$ cat config.mk
export PLATFORM = sky130hd
export DESIGN_NAME = trzb_div
export DESIGN_NICKNAME = d
export VERILOG_FILES = /design/src/rtl/triangle_raster_zbuffer_unit_macros.svh /design/src/rtl/trzb_pkg.sv /design/src/rtl/trzb_div.sv
export SDC_FILE = /design/constraint.sdc
export NUM_CORES = 1
export LEC_CHECK = 0
export ABC_AREA = 0
export ABC_CLOCK_PERIOD_IN_PS = 8130
export BUFFER_PORTS_ARGS = -buffer_cell sky130_fd_sc_hd__buf_2
export CAP_MARGIN = 20
export CELL_PAD_IN_SITES_DETAIL_PLACEMENT = 1
export CELL_PAD_IN_SITES_GLOBAL_PLACEMENT = 2
export CORE_UTILIZATION = 36
export DETAILED_ROUTE_END_ITERATION = 6
export MAX_ROUTING_LAYER = met4
export PLACE_DENSITY_LB_ADDON = 0.3
export SLEW_MARGIN = 25
export SYNTH_ARGS = -nofsm -noshare
export SYNTH_HDL_FRONTEND = slang
export SYNTH_SLANG_ARGS = --single-unit
$ cat constraint.sdc
create_clock -name clock -period 8.13 [get_ports clock]
set_clock_uncertainty 0.05 [all_clocks]
set_input_delay 0.813 -clock clock [delete_from_list [all_inputs] [get_ports clock]]
set_output_delay 0.813 -clock clock [all_outputs]
set_load 0.005 [all_outputs]
$ cat src/rtl/triangle_raster_zbuffer_unit_macros.svh
// ---------------------------------------------------------------------------
// Assertion macros for the triangle rasterizer
// Concurrent checks that can be compiled out with NO_ASSERTIONS.
// ---------------------------------------------------------------------------
`ifndef TRIANGLE_RASTER_ZBUFFER_UNIT_MACROS_SVH
`define TRIANGLE_RASTER_ZBUFFER_UNIT_MACROS_SVH
`ifndef NO_ASSERTIONS
`define TRZB_ASSERT_NOW(lbl, clk, rst, ante, cons, msg) \
   lbl: assert property (@(posedge clk) disable iff (rst) (ante) |-> (cons)) else $error(msg);
`define TRZB_ASSERT_NEXT(lbl, clk, rst, ante, cons, msg) \
   lbl: assert property (@(posedge clk) disable iff (rst) (ante) |=> (cons)) else $error(msg);
`else
`define TRZB_ASSERT_NOW(lbl, clk, rst, ante, cons, msg)
`define TRZB_ASSERT_NEXT(lbl, clk, rst, ante, cons, msg)
`endif
`endif

$ cat src/rtl/trzb_pkg.sv
`timescale 1ns / 1ps
// ---------------------------------------------------------------------------
// trzb_pkg
// Shared types and constants of the triangle rasterizer.
// ---------------------------------------------------------------------------
package trzb_pkg;

   localparam logic [1:0] OP_FILL  = 2'd0;
   localparam logic [1:0] OP_CLEAR = 2'd1;
   localparam logic [1:0] OP_READ  = 2'd2;
   localparam logic [1:0] OP_NONE  = 2'd3;

   localparam logic signed [15:0] DEPTH_ONE = 16'sd16384;

   localparam int EW = 36;   // edge function
   localparam int SW = 38;   // edge sum
   localparam int NW = 54;   // depth numerator
   localparam int MW = 19;   // multiplier operand
   localparam int PW = 38;   // multiplier product
   localparam int QW = 17;   // quotient magnitude bits

   localparam logic [4:0] MUL_LAST = 5'd17;

   typedef enum logic [6:0] {
      ST_IDLE  = 7'b0000001,
      ST_CLEAR = 7'b0000010,
      ST_MUL   = 7'b0000100,
      ST_PIX   = 7'b0001000,
      ST_DIV   = 7'b0010000,
      ST_RDMEM = 7'b0100000,
      ST_RDOUT = 7'b1000000
   } state_type;

endpackage

$ cat src/rtl/trzb_div.sv
`timescale 1ns / 1ps
// ---------------------------------------------------------------------------
// trzb_div
// Restoring divider, one quotient bit per cycle, truncates toward zero.
// ---------------------------------------------------------------------------
module trzb_div (
   input  logic                                clock,
   input  logic                                reset,
   input  logic                                start,
   input  logic signed [trzb_pkg::NW-1:0]      num,
   input  logic signed [trzb_pkg::SW-1:0]      den,
   output logic                                done_ff,
   output logic signed [15:0]                  quot
);

   localparam int RW = trzb_pkg::NW + 1;

   logic                      busy_ff, busy_in, done_in;
   logic [4:0]                cnt_ff, cnt_in;
   logic [RW-1:0]             r_ff, r_in, d_ff, d_in;
   logic [trzb_pkg::QW-1:0]   q_ff, q_in;
   logic                      neg_ff, neg_in;
   logic signed [RW-1:0]      num_x, den_x, num_abs, den_abs;
   logic signed [trzb_pkg::QW:0] q_signed;
   logic                      ge;

   assign num_x   = RW'(num);
   assign den_x   = RW'(den);
   assign num_abs = (num_x < 0) ? -num_x : num_x;
   assign den_abs = (den_x < 0) ? -den_x : den_x;
   assign ge      = (r_ff >= d_ff);

   always_comb begin
      busy_in = busy_ff;
      done_in = 1'b0;
      cnt_in  = cnt_ff;
      r_in    = r_ff;
      d_in    = d_ff;
      q_in    = q_ff;
      neg_in  = neg_ff;
      if (start) begin
         busy_in = 1'b1;
         cnt_in  = 5'(trzb_pkg::QW - 1);
         r_in    = num_abs;
         d_in    = RW'(den_abs) << (trzb_pkg::QW - 1);
         q_in    = '0;
         neg_in  = num[trzb_pkg::NW-1] ^ den[trzb_pkg::SW-1];
      end else if (busy_ff) begin
         if (ge) begin
            r_in = r_ff - d_ff;
         end
         q_in = {q_ff[trzb_pkg::QW-2:0], ge};
         d_in = d_ff >> 1;
         if (cnt_ff == 5'd0) begin
            busy_in = 1'b0;
            done_in = 1'b1;
         end else begin
            cnt_in = cnt_ff - 5'd1;
         end
      end
   end

   always_ff @(posedge clock) begin
      if (reset) begin
         busy_ff <= 1'b0;
         done_ff <= 1'b0;
      end else begin
         busy_ff <= busy_in;
         done_ff <= done_in;
      end
      cnt_ff <= cnt_in;
      r_ff   <= r_in;
      d_ff   <= d_in;
      q_ff   <= q_in;
      neg_ff <= neg_in;
   end

   assign q_signed = neg_ff ? -$signed({1'b0, q_ff}) : $signed({1'b0, q_ff});

   always_comb begin
      if (q_signed > 18'sd32767) begin
         quot = 16'sh7FFF;
      end else if (q_signed < -18'sd32768) begin
         quot = -16'sh8000;
      end else begin
         quot = 16'(q_signed);
      end
   end

endmodule

# == Yosys cells after proc, flatten, opt, wreduce, memory -nomap -nowiden ==
# Index checks and enable logic that the tools add are counted.
# W data, S select, Z words.
# op_classes
n_addsub,5
order_cmp,5
muxes,14
bitwise_logic,3
reduce_logical,6
# ops
operator,count
$mux W55,6
$ge A55 B55 Y1,1
$neg A54 Y55,1
$sub A55 B55 Y55,1
$lt A54 B1 Y1 const B,1
$mux W39,1
$neg A38 Y39,1
$lt A38 B1 Y1 const B,1
$mux W16,2
$gt A18 B16 Y1 const B,1
$lt A18 B16 Y1 const B,1
$mux W18,1
$neg A17 Y18,1
$logic_not A5 Y1,1
$sub A5 B1 Y5 const B,1
$mux W1,4
$reduce_and A2 Y1,2
$reduce_bool A2 Y1,2
$reduce_or A3 Y1,1
$not A1 Y1,2
$xor A1 B1 Y1,1
# totals
regBits,135
in_bits,95
output_inout_bits,17
word_cells,41

# == Longest topological paths before layout ==
# logic_depth
ltp_word,5
ltp_mapped,13
ltp_nobuf,13

# == Worst setup path before layout ==
# Ideal clock, no wire load.
# synth_timing
path_type,reg-to-reg
start,register r_ff[17]
end,register r_ff[0] (enable)
setup_time_ps,550
arrival_time_ps,6147
required_time_ps,7530
slack_ps,1384
path_stages_with_launch,11
n_path_buf,1
synth_period_minus_slack_ps,6746
cell_sequence,edfxtp_1 ha_1 clkbuf_1 nand2_1 o21ai_0 a221oi_1 a31o_2 a31oi_1 a31o_2 a211oi_1 o31ai_1
# synth_between
elab_chain_cells,3
# synth_lines
element,line,source
start: declaration,trzb_div.sv:20,"logic [RW-1:0] r_ff, r_in, d_ff, d_in;"
start signal: assignment,trzb_div.sv:72,r_ff <= r_in;
$ge A55 B55 Y1,trzb_div.sv:31,assign ge = (r_ff >= d_ff);
$reduce_bool A2 Y1 (no line),n/a,
$reduce_and A2 Y1 (no line),n/a,
# Every way passes these cells.
# A chain may end at the register's enable or synchronous reset.

# == Final worst setup path ==
# layout_timing
start,register d_ff[17]
end,register r_ff[8] (enable)
# layout_between
elab_chain_cells,3
# layout_lines
element,line,source
start: declaration,trzb_div.sv:20,
start signal: assignment,trzb_div.sv:73,d_ff <= d_in;
$ge A55 B55 Y1,trzb_div.sv:31,
$reduce_bool A2 Y1 (no line),n/a,
$reduce_and A2 Y1 (no line),n/a,
# Every way passes these cells.

==> flow_summary.yaml <==
synthesis:
  synth-adder-area-share: 0.06917
  synth_most_common_cell: "nand2_1"
  synth_area_leaders: "edfxtp_1 26%, dfxtp_1 7.3%, o21ai_0 6.9%"
  avgSynthCellArea_sq_um: 8.211
  syn_nets: 1490
  syn_area_sq_um: 10960
  synthArstFlopShare: 0
  synth_commonest_cells: "167 x nand2_1, 151 x o21ai_0, 102 x a21oi_1"
  syn_inst: 1335
  synth_edf_count: 95
  yosys.area_share.simple: 0.1743
  synth-seq-cells: 135
  synth_top_area_frac: 0.2602
  synth_top_family_by_area: "compound AO/OA/AOI/OAI gates"
  yosysUniqueCellTypes: 60
  ys_seq_area_frac: 0.3333
  synth.area.mux_share: 0.03573
  synth_top_area_cell: "edfxtp_1"
  synth-compound-area-share: 0.2168
  synthFlopType: "edfxtp_1"
  synth_warnings: 0
  synth_xor_area_frac: 0.1191
job:
  cap_violations: 0
power_and_ir_drop:
  powerDensity_nw_per_um2: 269.1
  total_power_mw: 3.339
  power_leakage_nw: 4.852
  vdd_drop_max_mv: 0.1468
critical_path:
  cp_top_family: "compound AO/OA/AOI/OAI gates"
  crit_chain: "inv_1, ha_1, nand2_1, o21ai_0, a221oi_1, a31o_2, a31oi_1, a31o_2, a211oi_1, o31ai_4, buf_4"
  path_buf_inv: 2
  slowest_delay_ns: 0.79
  path_max_fanout: 40
  timing.rr.start: "d_ff[17]"
  cpMostUsedCell: "a31o_2"
  startpoint_type: "flop"
  crit_type: "reg -> reg"
  crit_path_start: "d_ff[17]"
  cp-end-kind: "flop"
  r2r_setup_slack_ns: 3.85
  worstPathArrival_ns: 4.29
  critical_path.slowest_cell: "o31ai_4"
  required_ns: 8.14
sta:
  timing.setup.tns_ns: 0
  fin_ws_ns: 3.845
  rsz0062_at_grt: "false"
  timing.hold.ws_ns: 0.3970
  drv_slew: 0
  fin_crit_sh: 0.5270
  slew_headroom: 0.3233
  worst_pin_slew_ns: 1.015
  max_freq_ghz: 0.2334
  timing_hold_violations_final: 0
  period_needed_ns: 4.285
  setup_viol: 0
cts:
  cts_resized: 0
  htreeDepth: 4
  cts_setup_buffers: 0
  clock_latency_ns: 0.43
  clockBufferDepth: 2
  clkTransAtPathRegs_ns: 0.06
  clock_sinks: 135
  hold_buffers: 0
  cts-root-buf: "clkbuf_16"
  cts_buffers: 17
  tritoncts: "built"
drt:
  vias_per_cell: 5.486
  drtAntennaViolNets: 0
  drt-wirelength-per-cell_um: 18.68
  first_iter_violations: 540
  via_count: 9908
  wl_um: 33730
  drtPass1Iterations: 4
  drc_errors: 0
layout:
  drive_above_1_share: 0.1158
  fillCellCount: 3645
  area.growth.synth_to_final_pct: 13.18
  multi_input_area_sq_um: 6759
  fin_util: 0.4164
  insertedDiodeCount: 0
  finalNonFillerCells: 1806
  fin_nets: 1558
  seqCellArea_sq_um: 3655
  final_area_sq_um: 12410
die:
  num_rows: 63
  die_h_um: 176.5
  start_util: 0.3679
  dieArea_sq_um: 31150
  core_area_sq_um: 29800
  die_w_um: 176.5
  ios: 112
global_routing:
  grt_max_degree: 83
  overflow: 0
  grt_usage: 0.2280
  antenna_found_initial: 0
  grt_pass1_vias: 10310
  grt_pass1_wl_um: 54150
placement:
  hpwl_um: 25970
  gp_congestion: 0.9108
  port-buffer-count: 111
  placed_area_sq_um: 11810
  dp_slack_ns: 3.669
  dp.cells: 1774
worst_hold_path:
  hold_path.class: "reg -> reg"
  worstHoldStart: "cnt_ff[4]"
run_status:
  status: "completed"
## flip-flops by register name, indices dropped and copies added (netlist names)
signal and count:
cnt_ff 5, d_ff 55, r_ff 55, done_ff 1, neg_ff 1, q_ff 17, busy_ff 1
## kinds of logic (layout without fill, tap and decap cells)
family | Yosys count | in the layout
and+or+nand+nor | 408 | 408
AOI/OAI and AO/OA | 393 | 393
buffers and inverters | 150 | 231
xor gates and xnor gates | 149 | 149
DFF | 135 | 135
adders and majority gates | 60 | 60
muxes | 39 | 39
other | 1 | 1
## area by class of cell
class,instances,share of cell area
timing repair buffer,116,0.04800
sequential,135,0.2946
clock inverter,8,0.004236
inverter,83,0.02511
multi-input combinational,1050,0.5448
clock buffer,24,0.04397
tap,390,0.03933
## where the power goes
group / switching (mW) / internal [mW] / total (mW)
clock: 0.317 / 0.471 / 0.788
sequential: 0.0557 / 0.911 / 0.967
combinational: 0.974 / 0.609 / 1.58
total: 1.35 / 1.99 / 3.34
## path summary, 6_finish.rpt
| check | endpoint | cells past startpoint |
|---|---|---|
| hold / removal | cnt_ff[4] | 2 |
| hold reg to reg | cnt_ff[4] | 2 |
| setup reg to reg | r_ff[8] | 11 |
| setup / recovery | r_ff[8] | 11 |
## placed cells by master (no fill, tap or decap), types with 19 or more instances in the layout
master / netlist / final
a21o_1: 22 / 22
a21oi_1: 102 / 102
buf_2: 0 / 110
clkbuf_16: 0 / 20
dfxtp_1: 40 / 39
edfxtp_1: 95 / 95
ha_1: 59 / 59
inv_1: 83 / 82
mux2i_1: 38 / 38
nand2_1: 167 / 167
nand3_1: 22 / 22
nor2_1: 95 / 95
o21ai_0: 151 / 151
o31ai_1: 30 / 29
or3_1: 19 / 19
xnor2_1: 81 / 81
xor2_1: 68 / 68
## metal layers
| metal | share of wire | track usage | vias to the layer above |
|---|---|---|---|
| li1 | - | - | 4905 |
| met1 | 0.44 | 0.2677 | 4838 |
| met2 | 0.52 | 0.4025 | 129 |
| met3 | 0.021 | 0.03058 | 36 |
| met4 | 0.023 | 0.06825 | 0 |
| met5 | 0 | - | - |
## worst min-delay path, cell delays in order, from the launching register on
cell	delay (ns)
dfxtp_1	0.31
nand2_1	0.06
nand2_1	0.04
Power figures use the tool's default switching activity.
