===== config.mk =====
export PLATFORM = sky130hd
export DESIGN_NAME = trzb_mul
export DESIGN_NICKNAME = d
export VERILOG_FILES = /design/src/rtl/triangle_raster_zbuffer_unit_macros.svh /design/src/rtl/trzb_pkg.sv /design/src/rtl/trzb_mul.sv
export SDC_FILE = /design/constraint.sdc
export NUM_CORES = 1
export LEC_CHECK = 0
export BUFFER_PORTS_ARGS = -buffer_cell sky130_fd_sc_hd__buf_2
export CAP_MARGIN = 40
export CORE_MARGIN = 3
export CORE_UTILIZATION = 50
export DETAILED_ROUTE_END_ITERATION = 8
export GPL_ROUTABILITY_DRIVEN = 0
export MAX_ROUTING_LAYER = met4
export PLACE_DENSITY = 0.65
export SYNTH_ARGS = -nofsm -noshare
export SYNTH_HDL_FRONTEND = slang
export SYNTH_SLANG_ARGS = --single-unit

===== constraint.sdc =====
create_clock -name clock -period 10.1 [get_ports clock]
set_clock_uncertainty 0.05 [all_clocks]
set_input_delay 1.515 -clock clock [delete_from_list [all_inputs] [get_ports clock]]
set_output_delay 1.515 -clock clock [all_outputs]
set_load 0.03 [all_outputs]

===== src/rtl/triangle_raster_zbuffer_unit_macros.svh =====
// ---------------------------------------------------------------------------
// Assertion macros for the triangle rasterizer
// Concurrent checks that can be compiled out with NO_ASSERTIONS.
// ---------------------------------------------------------------------------
`ifndef TRIANGLE_RASTER_ZBUFFER_UNIT_MACROS_SVH
`define TRIANGLE_RASTER_ZBUFFER_UNIT_MACROS_SVH
`ifndef NO_ASSERTIONS
`define TRZB_ASSERT_NOW(lbl, clk, rst, ante, cons, msg) \
   lbl: assert property (@(posedge clk) disable iff (rst) (ante) |-> (cons)) else $error(msg);
`define TRZB_ASSERT_NEXT(lbl, clk, rst, ante, cons, msg) \
   lbl: assert property (@(posedge clk) disable iff (rst) (ante) |=> (cons)) else $error(msg);
`else
`define TRZB_ASSERT_NOW(lbl, clk, rst, ante, cons, msg)
`define TRZB_ASSERT_NEXT(lbl, clk, rst, ante, cons, msg)
`endif
`endif


===== src/rtl/trzb_pkg.sv =====
`timescale 1ns / 1ps
// ---------------------------------------------------------------------------
// trzb_pkg
// Shared types and constants of the triangle rasterizer.
// ---------------------------------------------------------------------------
package trzb_pkg;

   localparam logic [1:0] OP_FILL  = 2'd0;
   localparam logic [1:0] OP_CLEAR = 2'd1;
   localparam logic [1:0] OP_READ  = 2'd2;
   localparam logic [1:0] OP_NONE  = 2'd3;

   localparam logic signed [15:0] DEPTH_ONE = 16'sd16384;

   localparam int EW = 36;   // edge function
   localparam int SW = 38;   // edge sum
   localparam int NW = 54;   // depth numerator
   localparam int MW = 19;   // multiplier operand
   localparam int PW = 38;   // multiplier product
   localparam int QW = 17;   // quotient magnitude bits

   localparam logic [4:0] MUL_LAST = 5'd17;

   typedef enum logic [6:0] {
      ST_IDLE  = 7'b0000001,
      ST_CLEAR = 7'b0000010,
      ST_MUL   = 7'b0000100,
      ST_PIX   = 7'b0001000,
      ST_DIV   = 7'b0010000,
      ST_RDMEM = 7'b0100000,
      ST_RDOUT = 7'b1000000
   } state_type;

endpackage


===== src/rtl/trzb_mul.sv =====
`timescale 1ns / 1ps
// ---------------------------------------------------------------------------
// trzb_mul
// Shared signed multiplier with a registered product.
// ---------------------------------------------------------------------------
module trzb_mul (
   input  logic                                   clock,
   input  logic signed [trzb_pkg::MW-1:0]         op_a,
   input  logic signed [trzb_pkg::MW-1:0]         op_b,
   output logic signed [trzb_pkg::PW-1:0]         prod_ff
);

   logic signed [trzb_pkg::PW-1:0] prod_in;

   assign prod_in = trzb_pkg::PW'(op_a) * trzb_pkg::PW'(op_b);

   always_ff @(posedge clock) begin
      prod_ff <= prod_in;
   end

endmodule


# Word level (Yosys, flattened, before mapping)
# Cells that the tools add are included.
# op_classes
n_mul	1
# ops
op	count
multiplier 19 x 19 -> 38 bit	1
# totals
register_bits	38
input_bits	39
out_inout_bits	38
word_cells	2

# Longest topological paths before layout
# Gate-level depths: netlist of run 1.
# logic_depth
ltp_word	1
mapped_depth	25
depth_no_buf	23

# Least setup slack after synthesis of run 1
# No wires, ideal clock.
# synth_path
path_type	input to register
start	in op_a[18] in the netlist's numbering
end	reg prod_ff[36] in the netlist's numbering
setup_ns	0.142
arrival_time_ns	7.500
required_time_ns	9.908
setup_slack_ns	2.408
path_stages	23
n_path_buf	2
path_cell_list	clkbuf_1 > clkbuf_1 > nand2_1 > fa_1 > inv_1 > fa_1 > fa_1 > inv_1 > fa_1 > inv_1 > fa_1 > inv_1 > fa_1 > inv_1 > ha_1 > ha_1 > a21o_1 > a211oi_1 > o21ai_0 > o21ai_0 > nor3_1 > a21oi_1 > o311ai_0
# synth_between
elab_chain_len	1
# synth_lines
element	line_no	source
start, declared	trzb_mul.sv:8	input logic signed [trzb_pkg::MW-1:0] op_a,
multiplier 19 x 19 -> 38 bit	trzb_mul.sv:15	assign prod_in = trzb_pkg::PW'(op_a) * trzb_pkg::PW'(op_b);
via prod_in (one bit)	trzb_mul.sv:13	logic signed [trzb_pkg::PW-1:0] prod_in;
end signal, assigned	trzb_mul.sv:18	prod_ff <= prod_in;
end, declared	trzb_mul.sv:10	output logic signed [trzb_pkg::PW-1:0] prod_ff
# The timed path passes the listed nets, and every way through them passes these cells.

# Worst setup path after layout of run 1
# layout_path
start	in op_a[18] in the netlist's numbering
end	reg prod_ff[35] in the netlist's numbering
# The elaborated chain is that of the path after synthesis.

==> results of run 1 <==
-- cell usage in the layout, fill, tap and decap left out, types with 4 or more instances in the layout --
master / instances
o21ai_0: 21
and2_1: 185
a31oi_1: 4
o21bai_1: 4
nor3_1: 4
buf_2: 76
nand3_1: 5
dfxtp_1: 38
inv_1: 362
clkbuf_16: 5
nor2_1: 33
fa_1: 369
nand2_1: 174
xor2_1: 9
xnor2_1: 27
nand2b_1: 7
o211ai_1: 4
o21a_1: 8
a21oi_1: 23
ha_1: 113
o31a_1: 4
-- logic make-up after synthesis --
kind of cell               Yosys count
AOI/OAI and AO/OA                   98
xor gates and xnor gates            36
adders and majority gates          482
buffers and inverters              416
DFF                                 38
and+or+nand+nor                    421
-- how the worst max path moves through the flow --
stage                     cells past startpoint             endpoint  slack (ns)
after floorplan                              23  prod_ff[36]$_DFF_P_        2.41
after global placement                       22  prod_ff[36]$_DFF_P_        2.15
after detailed placement                     22  prod_ff[35]$_DFF_P_        2.06
after CTS                                    19  prod_ff[36]$_DFF_P_        2.30
after global routing                         22  prod_ff[35]$_DFF_P_        1.88
final                                        22  prod_ff[35]$_DFF_P_        2.32
-- per-layer routing --
| layer | global-route usage, % | vias to the layer above | wire (um) |
|---|---|---|---|
| met4 | 7.95 | 0 | 1290 |
| li1 | - | 4418 | - |
| met5 | - | - | 0 |
| met2 | 43.2 | 205 | 18300 |
| met3 | 2.24 | 56 | 1060 |
| met1 | 28.6 | 5163 | 12800 |
-- metrics by stage --
stage	std cells	setup WS (ns)	utilization, %
2_1_floorplan	1491	2.41	-
3_3_place_gp	1892	2.15	53.5
3_5_place_dp	1892	2.06	53.5
4_1_cts	1900	2.30	54.2
5_1_grt	1901	1.88	54.2
6_report	1901	2.32	54.2
-- final cells by class --
cell class | count | area [um^2]
Tap cell | 378 | 473
Antenna cell | 1 | 2.50
Timing Repair Buffer | 76 | 380
Clock inverter | 3 | 68.8
Clock buffer | 5 | 125
Multi-Input combinational cell | 1037 | 12000
Inverter | 363 | 1360
Fill cell | 2561 | 12800
Sequential cell | 38 | 761
-- critical path, stage by stage --
cell,delay [ns]
buf_2,0.34
nand2_1,0.19
fa_1,0.62
inv_1,0.13
fa_1,0.53
fa_1,0.76
inv_1,0.26
fa_1,0.53
inv_1,0.05
fa_1,0.53
inv_1,0.05
fa_1,0.47
inv_1,0.04
ha_1,0.26
ha_1,0.30
clkinv_1,0.20
nor3_1,0.43
nand2_1,0.17
nor2_1,0.12
o21ai_0,0.09
o2111a_1,0.17
xnor2_1,0.13
==> impl_metrics.csv, run 1 <==
group,metric,value,unit
timing,hold_viol,0,
logic_synthesis,synth-seq-cells,38,
timing,slew_headroom,63.2,%
clock_tree,clk_path_buf_depth,2,
logic_synthesis,synthMuxAreaShare,0,%
cells_and_area,drive_gt1_share,6.37,%
die,ios,77,
detailed_routing,num_vias,9842,
setup_path,worstPathArrival,7.91,ns
logic_synthesis,synth-simple-area-share,14.9,%
die,die_area,0.0306,mm^2
worst_hold_path,hold_depth,2,
cells_and_area,area_delta_synth_final,5.95,%
logic_synthesis,synthAdderAreaFrac,61.6,%
logic_synthesis,synth_most_common_cell,"fa_1",
die,start_util,51.1,%
cells_and_area,final_nets,2042,
run_status,outcome,"complete, no violations",
detailed_routing,wirelength,33400,um
clock_tree,cts_tree,"yes",
timing,rsz0062_at_grt,"no",
logic_synthesis,yosys_warnings,0,
logic_synthesis,synth_top_area_cell,"fa_1",
logic_synthesis,synth_compound_area_share,5.02,%
die,dieWidth,175,um
logic_synthesis,netlist_top_cells_count,"369 x fa_1, 362 x inv_1, 185 x and2_1",
global_route,grt_antenna_before_repair,1,
setup_path,crit_type,"primary input to flip-flop",
clock_tree,cts_resized,0,
cells_and_area,design_area,0.0151,mm^2
setup_path,cp.required,10.22,ns
logic_synthesis,synth_top_cell_area_share,51.7,%
logic_synthesis,synth_seq_area_share,5.33,%
clock_tree,cts_max_level,2,
run,cap_violations,0,
die,die_h,175,um
logic_synthesis,async_reset_ff_share,0,%
logic_synthesis,synth_cells,1491,
logic_synthesis,ys_types,54,
placement,dp_hpwl,28000,um
placement,dpl_cell_area,0.0149,mm^2
setup_path,cp_max_fo,19,
timing,whs,1.65,ns
logic_synthesis,synth_top_family_by_area,"adder cells",
global_route,grt_pass1_wl,56200,um
logic_synthesis,avgSynthCellArea,9.58,um^2
global_route,grt_usage,24.1,%
setup_path,critPathCaptureType,"flip-flop",
logic_synthesis,synth-xor-area-share,2.21,%
worst_hold_path,hold_start,"op_b[0]",
logic_synthesis,synth_edf_count,0,
worst_hold_path,hold_path.class,"primary input to flip-flop",
detailed_routing,drtIter0Drc,425,
detailed_routing,wire_per_inst,17.6,um
timing,slew_violations,0,
cells_and_area,largest_reg_flops,38,
logic_synthesis,synth_fp_nets,2012,
timing,setup_viol,0,
die,core_area,0.0279,mm^2
timing,fin_crit_sh,77.1,%
cells_and_area,top_regs,"prod_ff: 38 flops",
detailed_routing,firstDrtPassIters,4,
clock_tree,postCtsHoldBufs,0,
clock_tree,clock-sinks,38,
logic_synthesis,syn_area,0.0143,mm^2
placement,io_buffers,76,
timing,tns,0,ns
clock_tree,clkTransAtPathRegs,0.07,ns
logic_synthesis,synth.area.top_cells,"fa_1 52%, ha_1 9.9%, inv_1 9.5%",
detailed_routing,drt-vias-per-instance,5.18,
global_route,first_global_vias,10946,
setup_path,cp-start-kind,"primary input",
detailed_routing,ant_nets,0,
clock_tree,cts_root_buf,"clkbuf_16",
worst_hold_path,whs_endpoint,"prod_ff[0]$_DFF_P_",
cells_and_area,top_register,"prod_ff",
timing,finalCriticalPeriod,7.78,ns
clock_tree,postCtsSetupRepairBufs,0,
timing,max_freq,128,MHz
detailed_routing,drc,0,
global_route,overflow,0,
die,rows,61,
clock_tree,cts_made_buffers,5,
timing,worstMarginPinSlew,0.538,ns
logic_synthesis,ys.flop_type,"dfxtp_1",
setup_path,startpoint,"op_a[18]",
global_route,grt_max_degree,20,
Power of run 1 is left out: the tool's default activity adds up to more than one toggle a clock period on the data nets, which glitch-free logic cannot reach.
==> inputs of run 2 (changes only) <==
--- a/config.mk
+++ b/config.mk
@@ -5,6 +5,7 @@
 export SDC_FILE = /design/constraint.sdc
 export NUM_CORES = 1
 export LEC_CHECK = 0
+export ABC_AREA = 1
 export BUFFER_PORTS_ARGS = -buffer_cell sky130_fd_sc_hd__buf_2
 export CAP_MARGIN = 40
 export CORE_MARGIN = 3
==> constraint.sdc (replaced) <==
create_clock -name clock -period 7.2 [get_ports clock]
set_clock_uncertainty 0.05 [all_clocks]
set_input_delay 1.08 -clock clock [delete_from_list [all_inputs] [get_ports clock]]
set_output_delay 1.08 -clock clock [all_outputs]
set_load 0.03 [all_outputs]
==> run 2 against run 1 <==
Die area up 8.3%; wire length increased by 15%; synthesized cell count rose by 35%; hold slack lost 0.42 ns; cell count is 29% higher; area after synthesis grew 8.6%; sequential cell count unchanged; non-clock buffer count increased by 33; critical endpoint is now prod_ff[31]$_DFF_P_; final area is 9.0% higher; global-route usage increased by 1.1 points; sequential share of layout area decreased by 0.42 points; highest routed layer unchanged; utilization grew 0.62 points.
==> impl_metrics.csv, run 2 <==
group,metric,value,unit
die,start_util,51.5,%
clock_tree,cts_max_level,2,
logic_synthesis,synth_top_cell_area_share,47.6,%
cells_and_area,top_regs,"prod_ff: 38 flops",
logic_synthesis,synth_cells,2016,
clock_tree,cts_tree,"yes",
logic_synthesis,synth_top_family_by_area,"adder cells",
setup_path,worstPathArrival,6.83,ns
logic_synthesis,synth_compound_area_share,1.27,%
detailed_routing,num_vias,12035,
run,cap_violations,0,
logic_synthesis,yosys_warnings,0,
logic_synthesis,synth-seq-cells,38,
timing,rsz0062_at_grt,"no",
die,dieWidth,182,um
detailed_routing,ant_nets,0,
die,die_area,0.0332,mm^2
timing,slew_violations,0,
placement,io_buffers,76,
cells_and_area,seq_area,761,um^2
clock_tree,cts_root_buf,"clkbuf_16",
cells_and_area,final_cell_mix,"652 x inv_1, 581 x nand2_1, 369 x fa_1, 113 x ha_1, 76 x buf_2",
clock_tree,clk_path_buf_depth,2,
logic_synthesis,async_reset_ff_share,0,%
cells_and_area,fillers,2927,
timing,fin_crit_sh,93.1,%
cells_and_area,area_delta_synth_final,6.38,%
detailed_routing,drt-vias-per-instance,4.92,
global_route,grt_antenna_before_repair,1,
logic_synthesis,synth.area.top_cells,"fa_1 48%, inv_1 16%, nand2_1 14%",
global_route,grt_pass1_wl,64400,um
die,rows,63,
detailed_routing,wire_per_inst,15.7,um
worst_hold_path,hold_path.class,"primary input to flip-flop",
timing,finalCriticalPeriod,6.71,ns
die,die_h,182,um
logic_synthesis,ys_types,32,
timing,setup_viol,0,
logic_synthesis,synthMuxAreaShare,0,%
global_route,grt_max_degree,20,
clock_tree,postCtsSetupRepairBufs,0,
logic_synthesis,synth-simple-area-share,18.5,%
logic_synthesis,synth_most_common_cell,"inv_1",
setup_path,cp.required,7.32,ns
global_route,grt_usage,25.1,%
logic_synthesis,ys.flop_type,"dfxtp_1",
timing,worstMarginPinSlew,0.516,ns
cells_and_area,top_register,"prod_ff",
logic_synthesis,synthAdderAreaFrac,56.7,%
logic_synthesis,avgSynthCellArea,7.69,um^2
cells_and_area,drive_gt1_share,7.49,%
run_status,outcome,"complete, no violations",
clock_tree,cts_resized,0,
detailed_routing,firstDrtPassIters,5,
clock_tree,clkTransAtPathRegs,0.06,ns
die,core_area,0.0301,mm^2
placement,dp_hpwl,34000,um
setup_path,cp_max_fo,13,
detailed_routing,drc,0,
timing,tns,0,ns
logic_synthesis,syn_area,0.0155,mm^2
clock_tree,clock-sinks,38,
timing,max_freq,149,MHz
cells_and_area,largest_reg_flops,38,
setup_path,crit_type,"primary input to flip-flop",
logic_synthesis,synth-xor-area-share,0.903,%
logic_synthesis,synth_top_area_cell,"fa_1",
global_route,overflow,0,
logic_synthesis,synth_fp_nets,2537,
setup_path,cp-start-kind,"primary input",
cells_and_area,design_area,0.0165,mm^2
clock_tree,cts_made_buffers,5,
logic_synthesis,synth_seq_area_share,4.90,%
cells_and_area,final_nets,2578,
logic_synthesis,netlist_top_cells_count,"652 x inv_1, 581 x nand2_1, 369 x fa_1",
timing,hold_viol,0,
logic_synthesis,synth_edf_count,0,
setup_path,critPathCaptureType,"flip-flop",
placement,dpl_cell_area,0.0164,mm^2
detailed_routing,drtIter0Drc,732,
clock_tree,postCtsHoldBufs,0,
detailed_routing,wirelength,38400,um
cells_and_area,multi_input_area,0.0120,mm^2
global_route,first_global_vias,12799,
timing,slew_headroom,65.5,%
die,ios,77,
cells_and_area,final_common_cell,"inv_1",
==> run 2: layer usage <==
metal / routed length (um) / global-route usage, % / vias to the layer above
met1: 15100 / 31.2 / 6006
met5: 0 / - / -
li1: - / - / 5617
met4: 1250 / 6.46 / 0
met3: 1920 / 2.65 / 78
met2: 20200 / 44.2 / 334
==> run 2: worst paths after layout <==
check | from | endpoint | depth (start not counted)
max | op_b[4] | prod_ff[31]$_DFF_P_ | 20
min | op_b[0] | prod_ff[0]$_DFF_P_ | 3
==> run 2: critical path, stage by stage <==
cell and delay [ns]:
buf_2 0.30, nand2_1 0.21, fa_1 0.57, inv_1 0.14
fa_1 0.89, fa_1 0.53, fa_1 0.50, fa_1 0.49
inv_1 0.05, fa_1 0.47, inv_1 0.04, ha_1 0.26
ha_1 0.38, nand2_1 0.12, nor2_1 0.22, nand2_1 0.10
nor3_1 0.13, nand2_1 0.12, nand4_1 0.12, nand2_1 0.07
==> run 2: stage by stage <==
| step | utilization (%) | setup WS (ns) | std cells | hold WS, ns |
|---|---|---|---|---|
| after floorplan | - | 0.274 | 2016 | 1.35 |
| after global placement | 54.3 | 0.317 | 2440 | 1.47 |
| after detailed placement | 54.3 | 0.233 | 2440 | 1.46 |
| after CTS | 54.8 | 0.493 | 2447 | 1.22 |
| after global routing | 54.8 | 0.125 | 2448 | 1.24 |
| final | 54.8 | 0.493 | 2448 | 1.23 |
==> run 2: final cells by class <==
type,count,area share (%)
Tap cell,390,2.96
Clock buffer,5,0.758
Clock inverter,2,0.0910
Sequential cell,38,4.61
Inverter,657,14.9
Timing Repair Buffer,109,3.88
Multi-Input combinational cell,1246,72.7
Antenna cell,1,0.0152
==> run 2: cells by family after synthesis <==
group	count (synthesis)
AOI/OAI and AO/OA	35
xor gates and xnor gates	16
adders and majority gates	482
buffers and inverters	732
DFF	38
and+or+nand+nor	713
Power of run 2 is left out for the same reason.
